[config.mk]
export PLATFORM = sky130hd
export DESIGN_NAME = source_text_tokenizer_top_flat
export DESIGN_NICKNAME = d
export VERILOG_FILES = /design/src/stt_pkg.sv /design/src/stt_in_if.sv /design/src/stt_out_if.sv /design/src/source_text_tokenizer_top.sv /design/src/flat_wrapper.sv
export SDC_FILE = /design/constraint.sdc
export NUM_CORES = 2
export LEC_CHECK = 0
export BUFFER_PORTS_ARGS = -buffer_cell sky130_fd_sc_hd__clkbuf_2
export CORE_ASPECT_RATIO = 1.2
export CORE_UTILIZATION = 47
export CTS_CLUSTER_SIZE = 16
export DETAILED_ROUTE_END_ITERATION = 8
export PLACE_DENSITY_LB_ADDON = 0.05
export SLEW_MARGIN = 20
export SYNTH_ARGS = -nofsm -noshare
export SYNTH_HDL_FRONTEND = slang
export SYNTH_SLANG_ARGS = --single-unit
[constraint.sdc]
create_clock -name clk -period 11.6 [get_ports clk]
set_input_delay 2.32 -clock clk [delete_from_list [all_inputs] [get_ports clk]]
set_output_delay 2.32 -clock clk [all_outputs]
set_load 0.03 [all_outputs]
[src/stt_pkg.sv]
// Shared types, codes and character helpers for the source text tokenizer.
package stt_pkg;

  localparam int LEN_W  = 24;
  localparam int LINE_W = 20;
  localparam logic [LEN_W-1:0] LEN_MAX = '1;

  // scan modes
  localparam logic [3:0] M_IDLE    = 4'd0;
  localparam logic [3:0] M_COMMENT = 4'd1;
  localparam logic [3:0] M_SLASH   = 4'd2;
  localparam logic [3:0] M_EQ      = 4'd3;
  localparam logic [3:0] M_QUEST   = 4'd4;
  localparam logic [3:0] M_BANG    = 4'd5;
  localparam logic [3:0] M_LESS    = 4'd6;
  localparam logic [3:0] M_GREATER = 4'd7;
  localparam logic [3:0] M_IDENT   = 4'd8;
  localparam logic [3:0] M_INT     = 4'd9;
  localparam logic [3:0] M_DOT     = 4'd10;
  localparam logic [3:0] M_FRAC    = 4'd11;
  localparam logic [3:0] M_STR     = 4'd12;
  localparam logic [3:0] M_STR_ESC = 4'd13;

  // token kinds
  localparam logic [4:0] K_LPAREN  = 5'd0;
  localparam logic [4:0] K_RPAREN  = 5'd1;
  localparam logic [4:0] K_COMMA   = 5'd2;
  localparam logic [4:0] K_DOT     = 5'd3;
  localparam logic [4:0] K_PERCENT = 5'd4;
  localparam logic [4:0] K_PLUS    = 5'd5;
  localparam logic [4:0] K_MINUS   = 5'd6;
  localparam logic [4:0] K_STAR    = 5'd7;
  localparam logic [4:0] K_SLASH   = 5'd8;
  localparam logic [4:0] K_CARET   = 5'd9;
  localparam logic [4:0] K_COLON   = 5'd10;
  localparam logic [4:0] K_ASSIGN  = 5'd11;
  localparam logic [4:0] K_ARROW   = 5'd12;
  localparam logic [4:0] K_QUEST   = 5'd14;
  localparam logic [4:0] K_BANG    = 5'd16;
  localparam logic [4:0] K_LESS    = 5'd18;
  localparam logic [4:0] K_GREATER = 5'd20;
  localparam logic [4:0] K_AND     = 5'd21;
  localparam logic [4:0] K_IF      = 5'd22;
  localparam logic [4:0] K_OR      = 5'd23;
  localparam logic [4:0] K_WHILE   = 5'd24;
  localparam logic [4:0] K_FALSE   = 5'd25;
  localparam logic [4:0] K_TRUE    = 5'd26;
  localparam logic [4:0] K_IDENT   = 5'd27;
  localparam logic [4:0] K_NUMBER  = 5'd28;
  localparam logic [4:0] K_STRING  = 5'd29;
  localparam logic [4:0] K_ERROR   = 5'd30;
  localparam logic [4:0] K_EOF     = 5'd31;

  localparam logic [1:0] E_NONE     = 2'd0;
  localparam logic [1:0] E_UNEXPECT = 2'd1;
  localparam logic [1:0] E_UNTERM   = 2'd2;

  // keyword spellings
  localparam logic [39:0] KW_AND   = 40'h616E64;
  localparam logic [39:0] KW_IF    = 40'h6966;
  localparam logic [39:0] KW_OR    = 40'h6F72;
  localparam logic [39:0] KW_WHILE = 40'h7768696C65;
  localparam logic [39:0] KW_FALSE = 40'h66616C7365;
  localparam logic [39:0] KW_TRUE  = 40'h74727565;

  typedef struct packed {
    logic [4:0]        kind;
    logic [1:0]        err;
    logic [LEN_W-1:0]  off;
    logic [LEN_W-1:0]  len;
    logic [LINE_W-1:0] line;
  } tok_t;

  function automatic logic digit_char(input logic [7:0] c);
    return c >= "0" && c <= "9";
  endfunction

  function automatic logic alpha_char(input logic [7:0] c);
    return (c >= "a" && c <= "z") || (c >= "A" && c <= "Z") || c == "_";
  endfunction

  function automatic logic [4:0] op_single(input logic [3:0] m);
    logic [4:0] k;
    unique case (m)
      M_SLASH: k = K_SLASH;
      M_EQ:    k = K_ASSIGN;
      M_QUEST: k = K_QUEST;
      M_BANG:  k = K_BANG;
      M_LESS:  k = K_LESS;
      default: k = K_GREATER;
    endcase
    return k;
  endfunction

endpackage

[src/stt_in_if.sv]
// Byte channel into the tokenizer.
interface stt_in_if;
  logic       valid;
  logic       ready;
  logic [7:0] source_byte;
  logic       end_of_source;
  modport source (output valid, source_byte, end_of_source, input ready);
  modport sink (input valid, source_byte, end_of_source, output ready);
endinterface

[src/stt_out_if.sv]
// Token channel out of the tokenizer.
interface stt_out_if;
  logic        valid;
  logic        ready;
  logic [4:0]  token_kind;
  logic [1:0]  error_kind;
  logic [23:0] token_offset;
  logic [23:0] token_length;
  logic [19:0] line_number;
  logic        last_of_run;
  modport source (output valid, token_kind, error_kind, token_offset, token_length,
                  line_number, last_of_run, input ready);
  modport sink (input valid, token_kind, error_kind, token_offset, token_length,
                line_number, last_of_run, output ready);
endinterface

[src/source_text_tokenizer_top.sv]
// Streaming tokenizer: one source byte per beat in, tokens out through a queue.
//
//  channel    dir  beat
//  byte_in    in   source_byte, end_of_source
//  token_out  out  token_kind, error_kind, token_offset, token_length,
//                  line_number, last_of_run
//
// One byte is scanned per cycle while the queue has room; its up to three tokens go into
// an 8-entry queue at the accepting edge and leave from the next cycle on, one per
// cycle while the sink is ready. A byte is taken whenever the queue has room for three
// tokens, so bytes flow every cycle while tokens drain at least as fast as they are made.
// Synchronous reset returns to idle, offset 0, line 1 and empties the queue.
module source_text_tokenizer_top
  import stt_pkg::*;
#(
  parameter int POS_BITS  = 24,
  parameter int LINE_BITS = 20
) (
  input  logic            clk,
  input  logic            rst,
  stt_in_if.sink          byte_in,
  stt_out_if.source       token_out
);

  localparam int SW    = (POS_BITS + 1 > LEN_W) ? POS_BITS + 1 : LEN_W;
  localparam int DEPTH = 8;

  typedef struct packed {
    tok_t tok;
    logic last;
  } qent_t;

  logic [3:0]           scan_mode, mode_next;
  logic [POS_BITS-1:0]  position, pos_next;
  logic [POS_BITS-1:0]  token_start, ts_next;
  logic [LINE_BITS-1:0] line_count, line_next;
  logic [39:0]          name_prefix, prefix_next;

  qent_t      queue [DEPTH];
  logic [2:0] wr_ptr, rd_ptr;
  logic [3:0] fill;

  tok_t       res [3];
  logic [1:0] n;

  logic       accept, pop;
  logic [7:0] c;
  logic       fin;

  assign accept = byte_in.valid && byte_in.ready;
  assign pop    = token_out.valid && token_out.ready;
  assign byte_in.ready = fill <= 4'(DEPTH - 3);
  assign c   = byte_in.source_byte;
  assign fin = byte_in.end_of_source || c == 8'd0;

  function automatic logic [LEN_W-1:0] span(input logic [SW-1:0] from,
                                            input logic [SW-1:0] upto);
    logic [SW-1:0] d;
    d = (upto > from) ? upto - from : '0;
    return (d > SW'(LEN_MAX)) ? LEN_MAX : d[LEN_W-1:0];
  endfunction

  function automatic tok_t mk(input logic [4:0] k, input logic [1:0] e,
                              input logic [SW-1:0] off, input logic [LEN_W-1:0] len,
                              input logic [LINE_BITS-1:0] ln);
    tok_t t;
    t.kind = k;
    t.err  = e;
    t.off  = off[LEN_W-1:0];
    t.len  = len;
    t.line = LINE_W'(ln);
    return t;
  endfunction

  logic [SW-1:0]      pos_w, ts_w, pos1_w, dot_w;
  logic [LEN_W-1:0]   cur_len;
  logic [4:0]         name_kind;
  logic               line_inc, fresh;

  always_comb begin
    pos_w   = SW'(position);
    ts_w    = SW'(token_start);
    pos1_w  = pos_w + SW'(1);
    dot_w   = (position != '0) ? pos_w - SW'(1) : '0;
    cur_len = span(ts_w, pos_w);
    priority if (cur_len == 24'd3 && name_prefix == KW_AND) name_kind = K_AND;
    else if (cur_len == 24'd2 && name_prefix == KW_IF) name_kind = K_IF;
    else if (cur_len == 24'd2 && name_prefix == KW_OR) name_kind = K_OR;
    else if (cur_len == 24'd5 && name_prefix == KW_WHILE) name_kind = K_WHILE;
    else if (cur_len == 24'd5 && name_prefix == KW_FALSE) name_kind = K_FALSE;
    else if (cur_len == 24'd4 && name_prefix == KW_TRUE) name_kind = K_TRUE;
    else name_kind = K_IDENT;
  end

  always_comb begin
    mode_next   = scan_mode;
    pos_next    = position;
    ts_next     = token_start;
    line_next   = line_count;
    prefix_next = name_prefix;
    line_inc    = 1'b0;
    fresh       = 1'b0;
    n           = 2'd0;
    for (int i = 0; i < 3; i++) res[i] = '0;

    if (fin) begin
      unique case (scan_mode)
        M_SLASH, M_EQ, M_QUEST, M_BANG, M_LESS, M_GREATER: begin
          res[n] = mk(op_single(scan_mode), E_NONE, ts_w, 24'd1, line_count);
          n = n + 2'd1;
        end
        M_IDENT: begin
          res[n] = mk(name_kind, E_NONE, ts_w, cur_len, line_count);
          n = n + 2'd1;
        end
        M_INT, M_FRAC: begin
          res[n] = mk(K_NUMBER, E_NONE, ts_w, cur_len, line_count);
          n = n + 2'd1;
        end
        M_DOT: begin
          res[n] = mk(K_NUMBER, E_NONE, ts_w, span(ts_w, dot_w), line_count);
          n = n + 2'd1;
          res[n] = mk(K_DOT, E_NONE, dot_w, 24'd1, line_count);
          n = n + 2'd1;
        end
        M_STR, M_STR_ESC: begin
          res[n] = mk(K_ERROR, E_UNTERM, ts_w, cur_len, line_count);
          n = n + 2'd1;
        end
        default: ;
      endcase
      res[n] = mk(K_EOF, E_NONE, pos_w, 24'd0, line_count);
      n = n + 2'd1;
      mode_next   = M_IDLE;
      pos_next    = '0;
      ts_next     = '0;
      line_next   = LINE_BITS'(1);
      prefix_next = '0;
    end else begin
      unique case (scan_mode)
        M_COMMENT: begin
          if (c == "\n") begin
            line_inc  = 1'b1;
            mode_next = M_IDLE;
          end
        end
        M_SLASH: begin
          if (c == "/") mode_next = M_COMMENT;
          else begin
            res[n] = mk(K_SLASH, E_NONE, ts_w, 24'd1, line_count);
            n = n + 2'd1;
            fresh = 1'b1;
          end
        end
        M_EQ: begin
          if (c == ">") begin
            res[n] = mk(K_ARROW, E_NONE, ts_w, span(ts_w, pos1_w), line_count);
            n = n + 2'd1;
            mode_next = M_IDLE;
          end else begin
            res[n] = mk(K_ASSIGN, E_NONE, ts_w, 24'd1, line_count);
            n = n + 2'd1;
            fresh = 1'b1;
          end
        end
        M_QUEST, M_BANG, M_LESS, M_GREATER: begin
          if (c == "=") begin
            res[n] = mk(op_single(scan_mode) - 5'd1, E_NONE, ts_w, span(ts_w, pos1_w),
                        line_count);
            n = n + 2'd1;
            mode_next = M_IDLE;
          end else begin
            res[n] = mk(op_single(scan_mode), E_NONE, ts_w, 24'd1, line_count);
            n = n + 2'd1;
            fresh = 1'b1;
          end
        end
        M_IDENT: begin
          if (alpha_char(c) || digit_char(c)) begin
            // keep only the first five bytes; longer names are never keywords
            if (cur_len < 24'd5) prefix_next = {name_prefix[31:0], c};
            else prefix_next = '0;
          end else begin
            res[n] = mk(name_kind, E_NONE, ts_w, cur_len, line_count);
            n = n + 2'd1;
            fresh = 1'b1;
          end
        end
        M_INT: begin
          if (c == ".") mode_next = M_DOT;
          else if (!digit_char(c)) begin
            res[n] = mk(K_NUMBER, E_NONE, ts_w, cur_len, line_count);
            n = n + 2'd1;
            fresh = 1'b1;
          end
        end
        M_DOT: begin
          if (digit_char(c)) mode_next = M_FRAC;
          else begin
            res[n] = mk(K_NUMBER, E_NONE, ts_w, span(ts_w, dot_w), line_count);
            n = n + 2'd1;
            res[n] = mk(K_DOT, E_NONE, dot_w, 24'd1, line_count);
            n = n + 2'd1;
            fresh = 1'b1;
          end
        end
        M_FRAC: begin
          if (!digit_char(c)) begin
            res[n] = mk(K_NUMBER, E_NONE, ts_w, cur_len, line_count);
            n = n + 2'd1;
            fresh = 1'b1;
          end
        end
        M_STR, M_STR_ESC: begin
          if (scan_mode == M_STR_ESC &&
              (c == "\\" || c == "'" || c == "\r" || c == "\n" || c == "\t")) begin
            mode_next = M_STR;
          end else begin
            mode_next = M_STR;
            if (c == "'") begin
              res[n] = mk(K_STRING, E_NONE, ts_w, span(ts_w, pos1_w), line_count);
              n = n + 2'd1;
              mode_next = M_IDLE;
            end else if (c == "\\") begin
              mode_next = M_STR_ESC;
            end else if (c == "\n") begin
              line_inc = 1'b1;
            end
          end
        end
        default: fresh = 1'b1;
      endcase

      if (fresh) begin
        mode_next = M_IDLE;
        ts_next   = position;
        if (c == " " || c == "\r" || c == "\t") begin
        end else if (c == "\n") begin
          line_inc = 1'b1;
        end else if (digit_char(c)) begin
          mode_next = M_INT;
        end else if (alpha_char(c)) begin
          mode_next   = M_IDENT;
          prefix_next = 40'(c);
        end else begin
          unique case (c)
            "(": res[n] = mk(K_LPAREN, E_NONE, pos_w, 24'd1, line_count);
            ")": res[n] = mk(K_RPAREN, E_NONE, pos_w, 24'd1, line_count);
            ",": res[n] = mk(K_COMMA, E_NONE, pos_w, 24'd1, line_count);
            ".": res[n] = mk(K_DOT, E_NONE, pos_w, 24'd1, line_count);
            "%": res[n] = mk(K_PERCENT, E_NONE, pos_w, 24'd1, line_count);
            "+": res[n] = mk(K_PLUS, E_NONE, pos_w, 24'd1, line_count);
            "-": res[n] = mk(K_MINUS, E_NONE, pos_w, 24'd1, line_count);
            "*": res[n] = mk(K_STAR, E_NONE, pos_w, 24'd1, line_count);
            "^": res[n] = mk(K_CARET, E_NONE, pos_w, 24'd1, line_count);
            ":": res[n] = mk(K_COLON, E_NONE, pos_w, 24'd1, line_count);
            "/": mode_next = M_SLASH;
            "=": mode_next = M_EQ;
            "?": mode_next = M_QUEST;
            "!": mode_next = M_BANG;
            "<": mode_next = M_LESS;
            ">": mode_next = M_GREATER;
            "'": mode_next = M_STR;
            default: res[n] = mk(K_ERROR, E_UNEXPECT, pos_w, 24'd1, line_count);
          endcase
          if (mode_next == M_IDLE) n = n + 2'd1;
        end
      end

      if (line_inc && line_count != '1) line_next = line_count + LINE_BITS'(1);
      if (position != '1) pos_next = position + POS_BITS'(1);
    end
  end

  always_ff @(posedge clk) begin
    if (rst) begin
      scan_mode   <= M_IDLE;
      position    <= '0;
      token_start <= '0;
      line_count  <= LINE_BITS'(1);
      name_prefix <= '0;
    end else if (accept) begin
      scan_mode   <= mode_next;
      position    <= pos_next;
      token_start <= ts_next;
      line_count  <= line_next;
      name_prefix <= prefix_next;
    end
  end

  // push the beat's tokens, flag the final one
  always_ff @(posedge clk) begin
    if (accept) begin
      for (int i = 0; i < 3; i++) begin
        if (2'(i) < n) queue[wr_ptr + 3'(i)] <= '{tok: res[i], last: (2'(i) == n - 2'd1)};
      end
    end
  end

  always_ff @(posedge clk) begin
    if (rst) begin
      wr_ptr <= '0;
      rd_ptr <= '0;
      fill   <= '0;
    end else begin
      if (accept) wr_ptr <= wr_ptr + 3'(n);
      if (pop) rd_ptr <= rd_ptr + 3'd1;
      fill <= fill + (accept ? 4'(n) : 4'd0) - (pop ? 4'd1 : 4'd0);
    end
  end

  assign token_out.valid        = fill != 4'd0;
  assign token_out.token_kind   = queue[rd_ptr].tok.kind;
  assign token_out.error_kind   = queue[rd_ptr].tok.err;
  assign token_out.token_offset = queue[rd_ptr].tok.off;
  assign token_out.token_length = queue[rd_ptr].tok.len;
  assign token_out.line_number  = queue[rd_ptr].tok.line;
  assign token_out.last_of_run  = queue[rd_ptr].last;

  a_fill_bound: assert property (@(posedge clk) disable iff (rst) fill <= 4'(DEPTH))
    else $error("token queue overflow");
  a_eof_restart: assert property (@(posedge clk) disable iff (rst)
      accept && byte_in.end_of_source |=> position == '0 && line_count == LINE_BITS'(1))
    else $error("end of source did not restart scanner");
  a_eof_len: assert property (@(posedge clk) disable iff (rst)
      token_out.valid && token_out.token_kind == K_EOF |-> token_out.token_length == '0)
    else $error("EOF token with nonzero length");
  a_err_kind: assert property (@(posedge clk) disable iff (rst)
      token_out.valid && token_out.error_kind != E_NONE |-> token_out.token_kind == K_ERROR)
    else $error("error code on non-error token");

endmodule

[src/flat_wrapper.sv]
// flat-port wrapper written by rule: the top's interface ports become plain ports
module source_text_tokenizer_top_flat import stt_pkg::*;
#(
  parameter int POS_BITS  = 24,
  parameter int LINE_BITS = 20
)
  (clk, rst, byte_in_valid, byte_in_source_byte, byte_in_end_of_source, byte_in_ready, token_out_valid, token_out_token_kind, token_out_error_kind, token_out_token_offset, token_out_token_length, token_out_line_number, token_out_last_of_run, token_out_ready);
  stt_in_if byte_in_i ();
  stt_out_if token_out_i ();
  input  logic clk;
  input  logic rst;
  input wire logic [$bits(byte_in_i.valid)-1:0] byte_in_valid;
  input wire logic [$bits(byte_in_i.source_byte)-1:0] byte_in_source_byte;
  input wire logic [$bits(byte_in_i.end_of_source)-1:0] byte_in_end_of_source;
  output wire logic [$bits(byte_in_i.ready)-1:0] byte_in_ready;
  output wire logic [$bits(token_out_i.valid)-1:0] token_out_valid;
  output wire logic [$bits(token_out_i.token_kind)-1:0] token_out_token_kind;
  output wire logic [$bits(token_out_i.error_kind)-1:0] token_out_error_kind;
  output wire logic [$bits(token_out_i.token_offset)-1:0] token_out_token_offset;
  output wire logic [$bits(token_out_i.token_length)-1:0] token_out_token_length;
  output wire logic [$bits(token_out_i.line_number)-1:0] token_out_line_number;
  output wire logic [$bits(token_out_i.last_of_run)-1:0] token_out_last_of_run;
  input wire logic [$bits(token_out_i.ready)-1:0] token_out_ready;
  assign byte_in_i.valid = byte_in_valid;
  assign byte_in_i.source_byte = byte_in_source_byte;
  assign byte_in_i.end_of_source = byte_in_end_of_source;
  assign byte_in_ready = byte_in_i.ready;
  assign token_out_valid = token_out_i.valid;
  assign token_out_token_kind = token_out_i.token_kind;
  assign token_out_error_kind = token_out_i.error_kind;
  assign token_out_token_offset = token_out_i.token_offset;
  assign token_out_token_length = token_out_i.token_length;
  assign token_out_line_number = token_out_i.line_number;
  assign token_out_last_of_run = token_out_i.last_of_run;
  assign token_out_i.ready = token_out_ready;
  source_text_tokenizer_top #(.POS_BITS(POS_BITS), .LINE_BITS(LINE_BITS)) u_core (.clk(clk), .rst(rst), .byte_in(byte_in_i), .token_out(token_out_i));
endmodule
; Yosys cells after proc, flatten, opt, wreduce, memory -nomap -nowiden
; Memory sizes are Yosys's and may differ from the RTL's. A register that Yosys moved wholly into a read port is not among the register bits.
; Cells that the tools add are included.
[op_classes]
n_lt_le_gt_ge = 21
n_addsub = 17
eq_ne = 56
n_bitwise = 2
reduce_logical = 47
n_mux = 144
[ops]
columns = cell, count
row1 = 225-bit bitwise mux, 12
row2 = 225-bit one-hot mux with 11 select lines, 1
row3 = 225-bit two-way mux, 6
row4 = 75-bit two-way mux, 13
row5 = 75-bit one-hot mux with 8 select lines, 1
row6 = 75-bit one-hot mux with 5 select lines, 1
row7 = 40-bit two-way mux, 9
row8 = 75-bit demux with 2-bit select, 2
row9 = 24-bit two-way mux, 7
row10 = 150-bit two-way mux, 1
row11 = "8-bit by 6-bit == test with 1-bit output, second input constant", 17
row12 = 25-bit two-way mux, 4
row13 = "40-bit by 15-bit == test with 1-bit output, second input constant", 2
row14 = "40-bit by 39-bit == test with 1-bit output, second input constant", 2
row15 = 4-bit two-way mux, 20
row16 = "25-bit by 24-bit > comparator with 1-bit output, second input constant", 3
row17 = 74-bit two-way mux, 1
row18 = 73-bit two-way mux, 1
row19 = 72-bit two-way mux, 1
row20 = 4-bit one-hot mux with 7 select lines, 2
row21 = 25-bit by 24-bit > comparator with 1-bit output, 2
row22 = 25-bit by 24-bit subtractor with 25-bit output, 2
row23 = "24-bit by 2-bit == test with 1-bit output, second input constant", 2
row24 = "24-bit by 3-bit == test with 1-bit output, second input constant", 2
row25 = 67 further kinds, 173
[word_totals]
register_bits = 122
mem_bits_rw = 608
inputBits = 13
out_inout_bits = 78
memories = 1
[mem_list]
columns = name, depth, word_bits, read_ports, rd_ports_with_merged_regs, write_ports, line
row1 = u_core.queue, 8, 76, 1, 1, 3, source_text_tokenizer_top.sv:39  ; qent_t queue [DEPTH];

; Longest topological paths before layout
[depth]
ltp_word = 23
depth_mapped = 24
depth_no_buf = 20

; Worst setup path before layout
; Ideal clock, no wire load.
[synth_path]
kind = input-to-reg
start = input byte_in_source_byte[4]
end = memory u_core.queue[2][0] in the netlist's numbering (enable)
path_slack_ns = 0.497
cell_stages = 15
t_required_ns = 10.985
t_arrival_ns = 10.488
cell_sequence = buf_2 -> or4b_4 -> buf_6 -> nor3_2 -> a21boi_1 -> or4_4 -> o21ai_4 -> xnor2_1 -> o21ai_1 -> buf_4 -> buf_6 -> buf_6 -> nor2_1 -> o21ai_0 -> o21ai_0
[synth_lines]
columns = element, line
row1 = start: declaration, flat_wrapper.sv:13  ; input wire logic [$bits(byte_in_i.source_byte)-1:0] byte_in_source_byte;
row2 = end: declaration, source_text_tokenizer_top.sv:39

==> metrics.yaml <==
rsz0062_at_grt: "no"
drc_errors: 0
nets: 4220
cts_tree: "built"
floorplan.initialDensity: 0.475
syn_area_per_cell_um2: 10.6
syn_area_um2: 43900
leakage_nw: 16.6
clk_latency_ps: 670
final_common_cell: "edfxtp_1"
dr.pass1.iters: 8
die_y_um: 337
synth_compound_area_frac: 0.176
hpwlAfterDp_um: 118000
arrival_ps: 7910
synth_top_flop_cell: "edfxtp_1"
cts_sinks: 733
synth.mux.area_fraction: 0.0999
synthXorXnorAreaFrac: 0.0220
cap_violations: 0
switching_share: 0.339
cp-start-kind: "input pin"
h-tree-depth: 3
drt-initial-drc-count: 4453
p_sw_mw: 2.66
reg2regPathDepth: 19
slew_headroom: 0.189
routed_via_density: 6.71
worstSetupPathType: "input pin to register"
grt_pass1_wl_um: 245000
min-delay-path-class: "register to register"
worstHoldStart: "u_core.rd_ptr[1]$_SDFFE_PP0P_"
outcome: "complete, no violations"
ys_seq_elements: 733
area_delta_synth_final_pct: 10.5
routed_wl_um: 170000
gp_congestion: 0.973
yosys.cell_types.count: 108
synth_warnings: 0
slew_violations: 0
p_int_mw: 5.19
fin_area_um2: 48500
syn_nets: 4232
gr-usage-all-layers: 0.357
pwr-share-comb: 0.293
fmax_ghz: 0.131
layout_common_cells: "608 x edfxtp_1, 520 x nor2_1, 389 x nand2_1, 177 x nor2b_1, 165 x a21oi_1"
ctsHoldBuffers: 0
setup_viol: 0
timing.rr.end: "u_core.queue[0][41]$_SDFFCE_PP0P_"
pre_cts_ws_ps: 3300
io_pins: 91
layout_setup_ws_ps: 3940
worst_slew_pin_slew_ps: 1210
clockBufferDepth: 3
avgRoutedWirePerCell_um: 31.5
cts.clk_slew.worst_paths_ps: 60
antenna_found_initial: 3
synthAdderAreaFrac: 0.0290
synthArstFlopShare: 0
grt-ovfl-total: 0
min_path_cells: 2
die_area_um2: 94600
dpl_cell_area_um2: 46000
hold_violations: 0
synth_edf_count: 608
synthCells: 4121
cp_max_fo: 36
rows: 122
layoutNonFillerInstCount: 5411
clockPowerShare: 0.314
irDropWorstVdd_uv: 142
p_per_area_nw_per_um2: 162
drive_above_1_share: 0.164
reg2reg_slack_ps: 4120
crit_required_ps: 11850
portBuffers: 90
fin_worst_skew_ps: 58.5
finalSetupTns_ps: 0
postRouteAntennaNets: 0
numCtsBuffers: 77
hold_slack_ps: 481
period_minus_slack_ps: 7660
cp-end-kind: "register"
dp_cells: 5268
vias: 36300
root_buffer: "clkbuf_16"
cts_resized: 0
grt_pass1_vias: 34900
fin_crit_sh: 0.660
seq_area_frac_synth: 0.473
core_area_um2: 92400
die_w_um: 281
synth_top_family_by_area: "compound AO/OA/AOI/OAI gates"
grt_max_degree: 116
share_seq_of_total_power: 0.392
synth_simple_gate_area_share: 0.164
cts_setup_buffers: 0
crit-reg2reg-launch: "u_core.position[0]$_SDFFE_PP0P_"
==> cell families (layout without fill, tap and decap cells) <==
logic type	Yosys count	after routing
other	0	2
multiplexers	238	238
AND/OR/NAND/NOR	1504	1504
XOR/XNOR	110	110
AO/OA/AOI/OAI	1050	1050
adder cells (fa/ha/maj)	99	99
buffers and inverters	387	435
flip-flops	733	733
==> synth_stat cells, types with 67 or more instances <==
master | n | area share
nor2_1 | 524 | 0.045
dfxtp_1 | 125 | 0.057
ha_1 | 93 | 0.027
nor2b_1 | 177 | 0.025
edfxtp_1 | 608 | 0.42
nand2_1 | 390 | 0.033
mux4_2 | 152 | 0.078
o21ai_0 | 145 | 0.017
a21oi_1 | 168 | 0.019
inv_1 | 67 | 0.0057
a22oi_1 | 73 | 0.012
clkbuf_1 | 217 | 0.019
mux2_2 | 78 | 0.020
o221ai_1 | 152 | 0.030
==> how the worst max path moves through the flow <==
stage,from,to,depth (start not counted)
after CTS,byte_in_source_byte[6],u_core.queue[3][35]$_SDFFCE_PP0P_,14
after global placement,byte_in_source_byte[2],u_core.queue[3][37]$_SDFFCE_PP0P_,14
final,byte_in_source_byte[4],u_core.queue[1][73]$_DFFE_PP_,16
after detailed placement,byte_in_source_byte[6],u_core.queue[3][36]$_SDFFCE_PP0P_,14
after global routing,byte_in_source_byte[6],u_core.queue[1][73]$_DFFE_PP_,14
after floorplan,byte_in_source_byte[4],u_core.queue[2][0]$_DFFE_PP_,15
==> layout make-up <==
cell class | instances | area, um^2
clock buffer | 111 | 2130
clock inverter | 28 | 355
fill | 8241 | 43900
sequential | 733 | 20800
antenna | 2 | 5.00
multi-input combinational | 3001 | 21900
timing repair buffer | 226 | 1510
inverter | 70 | 263
tap | 1240 | 1550
==> worst max-delay path: stages <==
cell,delay [ps]
clkbuf_2,170
or4b_4,660
nor4b_1,750
a31oi_1,270
nand3_1,240
inv_1,90
ha_1,280
nand2_1,60
mux2i_1,340
buf_4,280
o2111ai_1,120
buf_4,250
o21a_1,440
o21ai_4,360
buf_4,570
buf_4,630
==> power groups by stage <==
stage,Combinational [mW],Sequential (mW),Clock (mW)
2_1_floorplan,1.58,3.09,0
3_3_place_gp,2.29,3.13,0
3_5_place_dp,2.29,3.14,0
4_1_cts,2.29,3.08,2.49
5_1_grt,2.41,3.09,2.58
6_report,2.30,3.08,2.47
==> per-stage QoR <==
step,utilization,total power [mW]
2_1_floorplan,-,4.67
3_3_place_gp,0.497,5.42
3_5_place_dp,0.498,5.42
4_1_cts,0.525,7.87
5_1_grt,0.525,8.09
6_report,0.525,7.84
==> flip-flops by register name, summed over array words and instances (netlist names), named ones only <==
signal / cells
u_core.fill: 4
u_core.token_start: 24
u_core.line_count: 20
u_core.rd_ptr: 3
u_core.name_prefix: 40
u_core.position: 24
u_core.queue: 608
u_core.scan_mode: 4
u_core.wr_ptr: 3
==> per-layer routing <==
layer | vias to the layer above | track usage | routed length [um]
met5 | - | 0 | 0
met4 | 0 | 0.169 | 8990
met3 | 473 | 0.0534 | 13800
met2 | 1959 | 0.592 | 81500
met1 | 18100 | 0.459 | 66200
li1 | 15800 | - | -
Note: power is estimated with default switching activity, not from simulation.
